[src/hdl/piq_pkg.sv]
// Shared types and constants for the positional insert queue.
`timescale 1ns / 1ps

package piq_pkg;

    // Default sizing and fixed field widths
    localparam int C_DEPTH      = 16;
    localparam int C_DATA_WIDTH = 32;
    localparam int C_DEPTH_MAX  = 256;
    localparam int C_WORD_W     = 32;
    localparam int C_POS_W      = 5;
    localparam int C_COUNT_W    = 5;
    localparam int C_IDX_W      = $clog2(C_DEPTH_MAX);

    // Operation codes carried in the input word
    typedef enum logic [1:0] {
        FN_APPEND = 2'd0,
        FN_POP    = 2'd1,
        FN_INSERT = 2'd2,
        FN_REMOVE = 2'd3
    } t_func;

    // Status codes carried in the result word
    typedef enum logic [1:0] {
        ST_OK    = 2'd0,
        ST_EMPTY = 2'd1,
        ST_FULL  = 2'd2,
        ST_RANGE = 2'd3
    } t_status;

    // Movement broadcast along the chain of cells
    typedef enum logic [1:0] {
        SH_HOLD   = 2'd0,
        SH_INSERT = 2'd1,
        SH_REMOVE = 2'd2
    } t_shift;

    typedef struct packed {
        t_func                func;
        logic [C_WORD_W-1:0]  data_in;
        logic [C_POS_W-1:0]   position;
    } t_in_word;

    typedef struct packed {
        logic [C_WORD_W-1:0]  data_out;
        logic [C_COUNT_W-1:0] entry_count;
        t_status              status;
    } t_out_word;

    // Command seen by every cell: what to do and the 0-based slot it starts at
    typedef struct packed {
        t_shift              shift;
        logic [C_IDX_W-1:0]  slot;
    } t_cell_cmd;

endpackage

[src/hdl/piq_cell.sv]
// One storage cell of the queue chain: holds a single entry.
`timescale 1ns / 1ps

module piq_cell #(
    parameter int P_INDEX      = 0,
    parameter int P_DATA_WIDTH = piq_pkg::C_DATA_WIDTH
) (
    input  logic                    i_clk,
    input  piq_pkg::t_cell_cmd      i_cmd,
    input  logic [P_DATA_WIDTH-1:0] i_word,
    input  logic [P_DATA_WIDTH-1:0] i_prev,
    input  logic [P_DATA_WIDTH-1:0] i_next,
    output logic [P_DATA_WIDTH-1:0] o_word
);
    import piq_pkg::*;

    localparam logic [C_IDX_W-1:0] L_IDX = C_IDX_W'(P_INDEX);

    logic [P_DATA_WIDTH-1:0] r_word;
    logic [P_DATA_WIDTH-1:0] n_word;

    // Pick load, move back, move forward or hold from this cell's place
    always_comb begin
        n_word = r_word;
        case (i_cmd.shift)
            SH_INSERT: begin
                if (L_IDX == i_cmd.slot) begin
                    n_word = i_word;
                end else if (L_IDX > i_cmd.slot) begin
                    n_word = i_prev;
                end
            end
            SH_REMOVE: begin
                if (L_IDX >= i_cmd.slot) begin
                    n_word = i_next;
                end
            end
            default: begin
                n_word = r_word;
            end
        endcase
    end

    always_ff @(posedge i_clk) begin
        r_word <= n_word;
    end

    assign o_word = r_word;

endmodule

[src/hdl/piq_ctrl.sv]
// Queue controller: checks each operation, keeps the fill count and the result register.
`timescale 1ns / 1ps

module piq_ctrl #(
    parameter int P_DEPTH = piq_pkg::C_DEPTH
) (
    input  logic                              i_clk,
    input  logic                              i_rst_n,
    input  logic                              i_in_valid,
    input  piq_pkg::t_in_word                 i_in,
    output logic                              o_in_stall,
    input  logic [piq_pkg::C_WORD_W-1:0]      i_head,
    output piq_pkg::t_cell_cmd                o_cmd,
    output logic                              o_out_valid,
    output piq_pkg::t_out_word                o_out,
    input  logic                              i_out_stall
);
    import piq_pkg::*;

    localparam int CNT_W = $clog2(P_DEPTH + 1);
    localparam int CMP_W = ((CNT_W > C_POS_W) ? CNT_W : C_POS_W) + 1;

    logic [CNT_W-1:0] r_count;
    logic [CNT_W-1:0] n_count;
    logic             r_out_valid;
    t_out_word        r_out;
    t_out_word        n_out;
    t_cell_cmd        n_cmd;
    logic             w_fire;
    logic             w_full;
    logic             w_empty;
    logic [CMP_W-1:0] w_pos;
    logic [CMP_W-1:0] w_cnt;

    // Accept a new word unless a finished result is waiting and held off
    assign o_in_stall = r_out_valid & i_out_stall;
    assign w_fire     = i_in_valid & ~o_in_stall;

    assign w_full  = (r_count == CNT_W'(P_DEPTH));
    assign w_empty = (r_count == '0);
    assign w_pos   = CMP_W'(i_in.position);
    assign w_cnt   = CMP_W'(r_count);

    // Decode the operation, refuse it on empty, full or a bad position
    always_comb begin
        t_status st;
        logic [C_WORD_W-1:0] removed;
        st         = ST_OK;
        removed    = '0;
        n_count    = r_count;
        n_cmd.shift = SH_HOLD;
        n_cmd.slot  = '0;
        case (i_in.func)
            FN_APPEND: begin
                if (w_full) begin
                    st = ST_FULL;
                end else begin
                    n_cmd.shift = SH_INSERT;
                    n_cmd.slot  = C_IDX_W'(r_count);
                    n_count     = r_count + 1'b1;
                end
            end
            FN_POP: begin
                if (w_empty) begin
                    st = ST_EMPTY;
                end else begin
                    n_cmd.shift = SH_REMOVE;
                    n_cmd.slot  = '0;
                    removed     = i_head;
                    n_count     = r_count - 1'b1;
                end
            end
            FN_INSERT: begin
                if (w_full) begin
                    st = ST_FULL;
                end else if (w_pos == '0 || w_pos > w_cnt + 1'b1) begin
                    st = ST_RANGE;
                end else begin
                    n_cmd.shift = SH_INSERT;
                    n_cmd.slot  = C_IDX_W'(w_pos - 1'b1);
                    n_count     = r_count + 1'b1;
                end
            end
            FN_REMOVE: begin
                if (w_empty) begin
                    st = ST_EMPTY;
                end else if (w_pos == '0 || w_pos > w_cnt) begin
                    st = ST_RANGE;
                end else begin
                    n_cmd.shift = SH_REMOVE;
                    n_cmd.slot  = C_IDX_W'(w_pos - 1'b1);
                    n_count     = r_count - 1'b1;
                end
            end
            default: begin
                st = ST_OK;
            end
        endcase
        n_out.data_out    = removed;
        n_out.entry_count = C_COUNT_W'(n_count);
        n_out.status      = st;
    end

    // Drive the chain only for an accepted word
    always_comb begin
        o_cmd = n_cmd;
        if (!w_fire) begin
            o_cmd.shift = SH_HOLD;
        end
    end

    // Advance the fill count and the result register
    always_ff @(posedge i_clk) begin
        if (!i_rst_n) begin
            r_count     <= '0;
            r_out_valid <= 1'b0;
        end else if (w_fire) begin
            r_count     <= n_count;
            r_out_valid <= 1'b1;
        end else if (!i_out_stall) begin
            r_out_valid <= 1'b0;
        end
    end

    always_ff @(posedge i_clk) begin
        if (w_fire) begin
            r_out <= n_out;
        end
    end

    assign o_out_valid = r_out_valid;
    assign o_out       = r_out;

endmodule

[src/hdl/positional_insert_queue_top.sv]
// Top level of the positional insert queue: controller and chain of cells.
`timescale 1ns / 1ps
// Result: registered when its word is accepted, so it appears in the next cycle.
// Throughput: one word per cycle; every cell moves its entry in the same cycle,
// and the next word waits only while a result is held off by the output stall.
// Reset: synchronous, active low; clears the fill count and the result valid.
// Cell contents are not reset; only slots below the fill count are ever read.

module positional_insert_queue_top #(
    parameter int P_DEPTH      = piq_pkg::C_DEPTH,
    parameter int P_DATA_WIDTH = piq_pkg::C_DATA_WIDTH
) (
    input  logic               i_clk,
    input  logic               i_rst_n,
    input  logic               i_in_valid,
    input  piq_pkg::t_in_word  i_in,
    output logic               o_in_stall,
    output logic               o_out_valid,
    output piq_pkg::t_out_word o_out,
    input  logic               i_out_stall
);
    import piq_pkg::*;

    localparam int WIDE_W = (P_DATA_WIDTH > C_WORD_W) ? P_DATA_WIDTH : C_WORD_W;

    t_cell_cmd               w_cmd;
    logic [WIDE_W-1:0]       w_in_wide;
    logic [WIDE_W-1:0]       w_head_wide;
    logic [P_DATA_WIDTH-1:0] w_word_in;
    logic [P_DATA_WIDTH-1:0] w_cell_q [P_DEPTH];

    // Fit the port word to the stored width and back
    assign w_in_wide   = WIDE_W'(i_in.data_in);
    assign w_word_in   = w_in_wide[P_DATA_WIDTH-1:0];
    assign w_head_wide = WIDE_W'(w_cell_q[0]);

    piq_ctrl #(
        .P_DEPTH (P_DEPTH)
    ) u_ctrl (
        .i_clk       (i_clk),
        .i_rst_n     (i_rst_n),
        .i_in_valid  (i_in_valid),
        .i_in        (i_in),
        .o_in_stall  (o_in_stall),
        .i_head      (w_head_wide[C_WORD_W-1:0]),
        .o_cmd       (w_cmd),
        .o_out_valid (o_out_valid),
        .o_out       (o_out),
        .i_out_stall (i_out_stall)
    );

    // Build the chain; each cell sees its two neighbours
    for (genvar g = 0; g < P_DEPTH; g++) begin : g_cell
        logic [P_DATA_WIDTH-1:0] w_prev;
        logic [P_DATA_WIDTH-1:0] w_next;

        if (g == 0) begin : g_first
            assign w_prev = w_word_in;
        end else begin : g_mid_prev
            assign w_prev = w_cell_q[g-1];
        end

        if (g == P_DEPTH - 1) begin : g_last
            assign w_next = w_cell_q[g];
        end else begin : g_mid_next
            assign w_next = w_cell_q[g+1];
        end

        piq_cell #(
            .P_INDEX      (g),
            .P_DATA_WIDTH (P_DATA_WIDTH)
        ) u_cell (
            .i_clk  (i_clk),
            .i_cmd  (w_cmd),
            .i_word (w_word_in),
            .i_prev (w_prev),
            .i_next (w_next),
            .o_word (w_cell_q[g])
        );
    end

endmodule
[config.mk]
export PLATFORM = sky130hd
export DESIGN_NAME = positional_insert_queue_top
export DESIGN_NICKNAME = d
export VERILOG_FILES = /design/src/hdl/piq_pkg.sv /design/src/hdl/piq_cell.sv /design/src/hdl/piq_ctrl.sv /design/src/hdl/positional_insert_queue_top.sv
export SDC_FILE = /design/constraint.sdc
export NUM_CORES = 1
export LEC_CHECK = 0
export BUFFER_PORTS_ARGS = -buffer_cell sky130_fd_sc_hd__buf_2
export CAP_MARGIN = 20
export CORE_MARGIN = 1.5
export CORE_UTILIZATION = 57
export CTS_CLUSTER_SIZE = 25
export DETAILED_ROUTE_END_ITERATION = 10
export GPL_TIMING_DRIVEN = 1
export PLACE_DENSITY_LB_ADDON = 0.08
export SLEW_MARGIN = 10
export SYNTH_ARGS = -nofsm -noshare
export SYNTH_HDL_FRONTEND = slang
export SYNTH_SLANG_ARGS = --single-unit
[constraint.sdc]
create_clock -name i_clk -period 5.9 [get_ports i_clk]
set_input_delay 0.885 -clock i_clk [delete_from_list [all_inputs] [get_ports i_clk]]
set_output_delay 0.885 -clock i_clk [all_outputs]
set_load 0.01 [all_outputs]
==> flow_metrics.env, run 1 <==
export IMPL_status="finished, final reports clean"
export IMPL_setup_viol=0
export IMPL_drive_gt1_frac=0.117
export IMPL_async_reset_ff_frac=0
export IMPL_r2r_start="u_ctrl.r_count[3]"
export IMPL_r2r_setup_slack_ns=0.90
export IMPL_reg2reg_depth=15
export IMPL_syn_inst=2684
export IMPL_grt_max_degree=136
export IMPL_die_y_um=230
export IMPL_dpl_hpwl_um=52900
export IMPL_period_minus_slack_ns=5.00
export IMPL_slew_limit_headroom=0.244
export IMPL_min_to="u_ctrl.o_out_valid"
export IMPL_setup_tns_ns=0
export IMPL_finalInstanceArea_sq_mm=0.0324
export IMPL_wl_per_cell_um=26.3
export IMPL_cp_end_kind="register"
export IMPL_timing_rr_end="g_cell[3].u_cell.o_word[11]"
export IMPL_min_delay_path_class="input pin to register"
export IMPL_routed_wl_um=88100
export IMPL_min_from="i_in_valid"
export IMPL_final_nets=2678
export IMPL_rsz0062_at_grt="false"
export IMPL_max_cap_violations=0
export IMPL_dp_cells=3229
export IMPL_die_area_sq_mm=0.0530
export IMPL_synth_edff_count=551
export IMPL_detail_route_antenna_nets=0
export IMPL_initial_core_util=0.575
export IMPL_path_clk_slew_ns=0.06
export IMPL_dr_pass1_iters=8
export IMPL_core_area_sq_mm=0.0512
export IMPL_grt_pass1_vias=21600
export IMPL_antenna_found_initial=2
export IMPL_clock_sinks=557
export IMPL_synth_distinct_cells=71
export IMPL_instances_no_fill=3345
export IMPL_io_buffer_count=83
export IMPL_grt_overflow=0
export IMPL_cts_tree="built"
export IMPL_synthDominantAreaCellType="edfxtp_1"
export IMPL_cts_resized=0
export IMPL_powerDensity_mw_per_mm2=317
export IMPL_pin_count=84
export IMPL_worst_slew_pin_slew_ns=1.13
export IMPL_drtIter0Drc=3040
export IMPL_synth_top_flop_cell="edfxtp_1"
export IMPL_hold_depth=2
export IMPL_gp_congestion=0.884
export IMPL_fmax_mhz=200
export IMPL_cp_arrival_ns=5.39
export IMPL_htreeDepth=2
export IMPL_grt_pass1_wl_um=134000
export IMPL_area_growth_pct=10.0
export IMPL_cts_root_buf="clkbuf_16"
export IMPL_cts_path_max_buffers=3
export IMPL_synth_fp_nets=2742
export IMPL_cts_buffers=59
export IMPL_synth_seq_cells=557
export IMPL_die_w_um=230
export IMPL_num_rows=83
export IMPL_synth_top_area_share=0.562
export IMPL_groute_usage_overall=0.330
export IMPL_drc_errors=0
export IMPL_critPathKind="register to register"
export IMPL_clk_latency_ns=0.63
export IMPL_yosysSeqAreaShare=0.566
export IMPL_cp_startpoint="u_ctrl.r_count[3]"
export IMPL_hold_viol=0
export IMPL_crit_path_max_fanout=82
export IMPL_p_leak_uw=0.0115
export IMPL_viasPerCell=6.81
export IMPL_placed_cell_area_sq_mm=0.0305
export IMPL_synth_warnings=0
export IMPL_maxSlewViolCount=0
export IMPL_syn_avg_cell_area_sq_um=11.0
export IMPL_holdWs_ns=0.475
export IMPL_fin_skew_ns=0.0179
export IMPL_hold_buffers=0
export IMPL_cp_required_ns=6.28
export IMPL_synth_area_leaders="edfxtp_1 56%, a221o_1 5.5%, nand2_1 3.2%"
export IMPL_min_period_over_period=0.848
export IMPL_netlist_area_sq_mm=0.0294
export IMPL_cts_setup_buffers=0
export IMPL_worst_setup_path_start_kind="register"
export IMPL_final_core_util=0.632
export IMPL_irDropWorstVdd_uv=244
export IMPL_vias=22800
## power by group
group	switching, uW	total (uW)	internal [uW]
clock network	1570	3570	2000
registers	183	5060	4880
logic	1090	1640	552
## synth_stat cells (4+ instances only)
cell,count
and2_1,7
edfxtp_1,551
nand3_1,165
nor2b_1,101
nand2b_1,70
mux2_2,32
nor3_1,4
nand2_1,252
nor2_1,59
ha_1,15
o21a_1,6
a31oi_1,68
or3_1,5
a21oi_1,148
buf_4,6
a21o_1,35
buf_1,27
mux2i_1,67
buf_2,61
o21ai_0,140
clkbuf_1,189
nor3b_1,98
o311ai_1,83
dfxtp_1,6
o311ai_0,77
a221o_1,163
inv_1,176
xnor2_1,6
## cell families after synthesis
group / share of synthesized area
and+or+nand+nor: 0.140
DFF: 0.566
adders and majority gates: 0.00638
buffers and inverters: 0.0621
AOI/OAI and AO/OA: 0.188
xor gates and xnor gates: 0.00238
muxes: 0.0350
## how the worst max path moves through the flow
stage | endpoint | slack, ns | cells after the start
finish | g_cell[3].u_cell.o_word[11] | 0.90 | 15
global route | g_cell[3].u_cell.o_word[11] | 0.50 | 15
CTS | g_cell[6].u_cell.o_word[25] | 0.99 | 13
detailed placement | g_cell[9].u_cell.o_word[4] | 0.71 | 15
global placement | g_cell[3].u_cell.o_word[11] | 0.75 | 15
floorplan | g_cell[4].u_cell.o_word[0] | 0.04 | 10
## final cells by class
type                       instances  area [sq um]
antenna                            1          2.50
tap                              680           851
sequential                       557         16700
clock buffer                      73          1530
fill                            4054         18800
inverter                         178           668
multi-input combinational       1666         11200
timing repair buffer             158          1230
clock inverter                    32           260
## layout by cell type, fill, tap and decap left out, types with 59 or more instances in the layout
| master | netlist | final |
|---|---|---|
| inv_1 | 176 | 176 |
| nand2_1 | 252 | 252 |
| o311ai_1 | 83 | 83 |
| a221o_1 | 163 | 163 |
| buf_2 | 61 | 83 |
| edfxtp_1 | 551 | 551 |
| o311ai_0 | 77 | 77 |
| o21ai_0 | 140 | 137 |
| mux2i_1 | 67 | 67 |
| a31oi_1 | 68 | 68 |
| a21oi_1 | 148 | 141 |
| nand2b_1 | 70 | 70 |
| clkbuf_16 | 0 | 59 |
| nand3_1 | 165 | 165 |
| nor3b_1 | 98 | 98 |
| nor2b_1 | 101 | 101 |
## critical path: stages, from the launching register on
cell and delay [ns]:
dfxtp_1 0.78, inv_1 0.13, ha_1 0.32, o211ai_1 0.09
a21oi_1 0.06, o22ai_1 0.53, nand2_1 0.34, nand2_1 0.20
nand3_1 0.12, inv_1 0.12, ha_4 0.46, buf_12 0.34
buf_4 0.64, nand2b_1 0.19, a21oi_1 0.04, a221o_1 0.29
## metal layers
metal	share of wire	GRT usage
met5	0	0
met4	0.023	0.0923
met3	0.10	0.0513
met2	0.45	0.498
met1	0.43	0.495
## stage by stage
step                setup WS, ns  power [uW]
floorplan                 0.0435        6130
global placement           0.746        6690
detailed placement         0.714        6730
CTS                        0.995       10300
global route               0.498       10600
finish                     0.897       10300
## flip-flops by register name (all words and copies together) (netlist names)
name,count
u_ctrl.o_out,39
u_ctrl.r_count,5
g_cell.u_cell.o_word,512
u_ctrl.o_out_valid,1
No activity file was read; power rests on OpenSTA's default activity.
==> inputs of run 2 (changes only) <==
--- a/config.mk
+++ b/config.mk
@@ -8,7 +8,7 @@
 export BUFFER_PORTS_ARGS = -buffer_cell sky130_fd_sc_hd__buf_2
 export CAP_MARGIN = 20
 export CORE_MARGIN = 1.5
-export CORE_UTILIZATION = 57
+export CORE_UTILIZATION = 63
 export CTS_CLUSTER_SIZE = 25
 export DETAILED_ROUTE_END_ITERATION = 10
 export GPL_TIMING_DRIVEN = 1
==> constraint.sdc (replaced) <==
create_clock -name i_clk -period 5.1 [get_ports i_clk]
set_input_delay 0.765 -clock i_clk [delete_from_list [all_inputs] [get_ports i_clk]]
set_output_delay 0.765 -clock i_clk [all_outputs]
set_load 0.01 [all_outputs]
==> run 2 against run 1 <==
Against the previous run: register-to-register slack got worse by 0.30 ns; total power increased by 16%; combinational power up 15%; maximum frequency increased by 11%; sequential power is 16% higher; die area shrank 9.4%; hold slack got worse by 0.089 ns; utilization grew 7.0 points.
==> flow_metrics.env, run 2 (synthesis gave the netlist of run 1 again) <==
export IMPL_reg2reg_depth=12
export IMPL_drc_errors=0
export IMPL_antenna_found_initial=0
export IMPL_min_to="u_ctrl.o_out_valid"
export IMPL_p_leak_uw=0.0116
export IMPL_gp_congestion=0.927
export IMPL_fin_total_pwr_uw=11900
export IMPL_cp_end_kind="register"
export IMPL_final_nets=2711
export IMPL_timing_rr_end="g_cell[2].u_cell.o_word[7]"
export IMPL_cts_path_max_buffers=3
export IMPL_io_buffer_count=83
export IMPL_min_from="i_in_valid"
export IMPL_grt_pass1_vias=20400
export IMPL_clock_sinks=557
export IMPL_path_clk_slew_ns=0.06
export IMPL_min_delay_path_class="input pin to register"
export IMPL_vias=22600
export IMPL_drive_gt1_frac=0.130
export IMPL_cts_setup_buffers=0
export IMPL_die_y_um=219
export IMPL_max_cap_violations=0
export IMPL_crit_path_max_fanout=64
export IMPL_dr_pass1_iters=9
export IMPL_r2r_setup_slack_ns=0.60
export IMPL_die_area_sq_mm=0.0480
export IMPL_powerDensity_mw_per_mm2=366
export IMPL_r2r_start="u_ctrl.r_count[1]"
export IMPL_critPathKind="register to register"
export IMPL_groute_usage_overall=0.339
export IMPL_final_core_util=0.702
export IMPL_fillers=3323
export IMPL_die_w_um=219
export IMPL_cts_buffers=57
export IMPL_htreeDepth=2
export IMPL_cts_tree="built"
export IMPL_area_growth_pct=10.5
export IMPL_cts_root_buf="clkbuf_16"
export IMPL_pin_count=84
export IMPL_irDropWorstVdd_uv=282
export IMPL_worst_slew_pin_slew_ns=1.23
export IMPL_largest_reg_flops=512
export IMPL_hold_viol=0
export IMPL_grt_overflow=0
export IMPL_worst_setup_path_start_kind="register"
export IMPL_cp_arrival_ns=4.87
export IMPL_detail_route_antenna_nets=0
export IMPL_slew_limit_headroom=0.179
export IMPL_hold_depth=2
export IMPL_final_cell_mix="551 x edfxtp_1, 252 x nand2_1, 176 x inv_1, 165 x nand3_1, 163 x a221o_1"
export IMPL_status="finished, final reports clean"
export IMPL_period_minus_slack_ns=4.50
export IMPL_dpl_hpwl_um=53500
export IMPL_fin_skew_ns=0.0147
export IMPL_grt_pass1_wl_um=125000
export IMPL_clk_latency_ns=0.62
export IMPL_rsz0062_at_grt="false"
export IMPL_num_rows=79
export IMPL_fmax_mhz=222
export IMPL_drtIter0Drc=3713
export IMPL_setup_viol=0
export IMPL_cp_required_ns=5.47
export IMPL_setup_tns_ns=0
export IMPL_routed_wl_um=82100
export IMPL_viasPerCell=6.84
export IMPL_core_area_sq_mm=0.0464
export IMPL_grt_max_degree=179
export IMPL_initial_core_util=0.635
export IMPL_finalInstanceArea_sq_mm=0.0325
export IMPL_n_antenna_cell=0
export IMPL_layout_commonest_cell="edfxtp_1"
export IMPL_min_period_over_period=0.883
export IMPL_maxSlewViolCount=0
export IMPL_cts_resized=0
export IMPL_hold_buffers=0
export IMPL_placed_cell_area_sq_mm=0.0307
export IMPL_wl_per_cell_um=24.8
[run 2: how the worst max path moves through the flow]
stage                                  endpoint  cells past startpoint              start
floorplan            g_cell[9].u_cell.o_word[0]                     18  u_ctrl.r_count[3]
global placement     g_cell[5].u_cell.o_word[5]                     11            i_in[0]
detailed placement  g_cell[1].u_cell.o_word[12]                     15            i_in[0]
CTS                 g_cell[2].u_cell.o_word[22]                     12  u_ctrl.r_count[1]
global route        g_cell[3].u_cell.o_word[22]                     15  u_ctrl.r_count[0]
finish               g_cell[2].u_cell.o_word[7]                     12  u_ctrl.r_count[1]
[run 2: per-stage QoR]
stage	hold slack, ns	instances	setup slack (ns)
final	0.385	3309	0.599
after global routing	0.401	3309	0.378
after CTS	0.360	3308	0.671
after detailed placement	0.532	3200	0.527
after global placement	0.512	3200	0.609
after floorplan	0.507	2684	-0.650
[run 2: cell type report]
class / instances / area (sq um) / area share
timing repair buffer: 193 / 1470 / 0.0451
tap: 607 / 759 / 0.0233
sequential: 557 / 16700 / 0.512
multi-input combinational: 1666 / 11200 / 0.343
clock buffer: 75 / 1530 / 0.0469
clock inverter: 33 / 308 / 0.00946
inverter: 178 / 668 / 0.0205
[run 2: routing by layer]
metal  up-vias  global-route usage  routed length (um)
li1      10100                   -                   -
met1     10800               0.552               36200
met2      1611               0.444               32800
met3       117              0.0891               11800
met4         0              0.0753                1400
met5         -                   0                   0
[run 2: power breakdown]
part           internal, uW  total, uW  switching [uW]
logic                   664       1880            1220
registers              5650       5860             214
clock network          2360       4150            1790
total                  8670      11900            3230
[run 2: worst max-delay path, cell delays in order, from the launching register on]
cell and delay, ns:
dfxtp_1 0.36, inv_1 0.17, ha_1 0.29, nor4bb_2 0.87
or2_2 0.35, or4_1 0.14, o21a_1 0.14, buf_4 0.17
o211a_1 0.50, nor4b_2 0.48, buf_12 0.32, nor3b_1 0.10
a221o_1 0.28
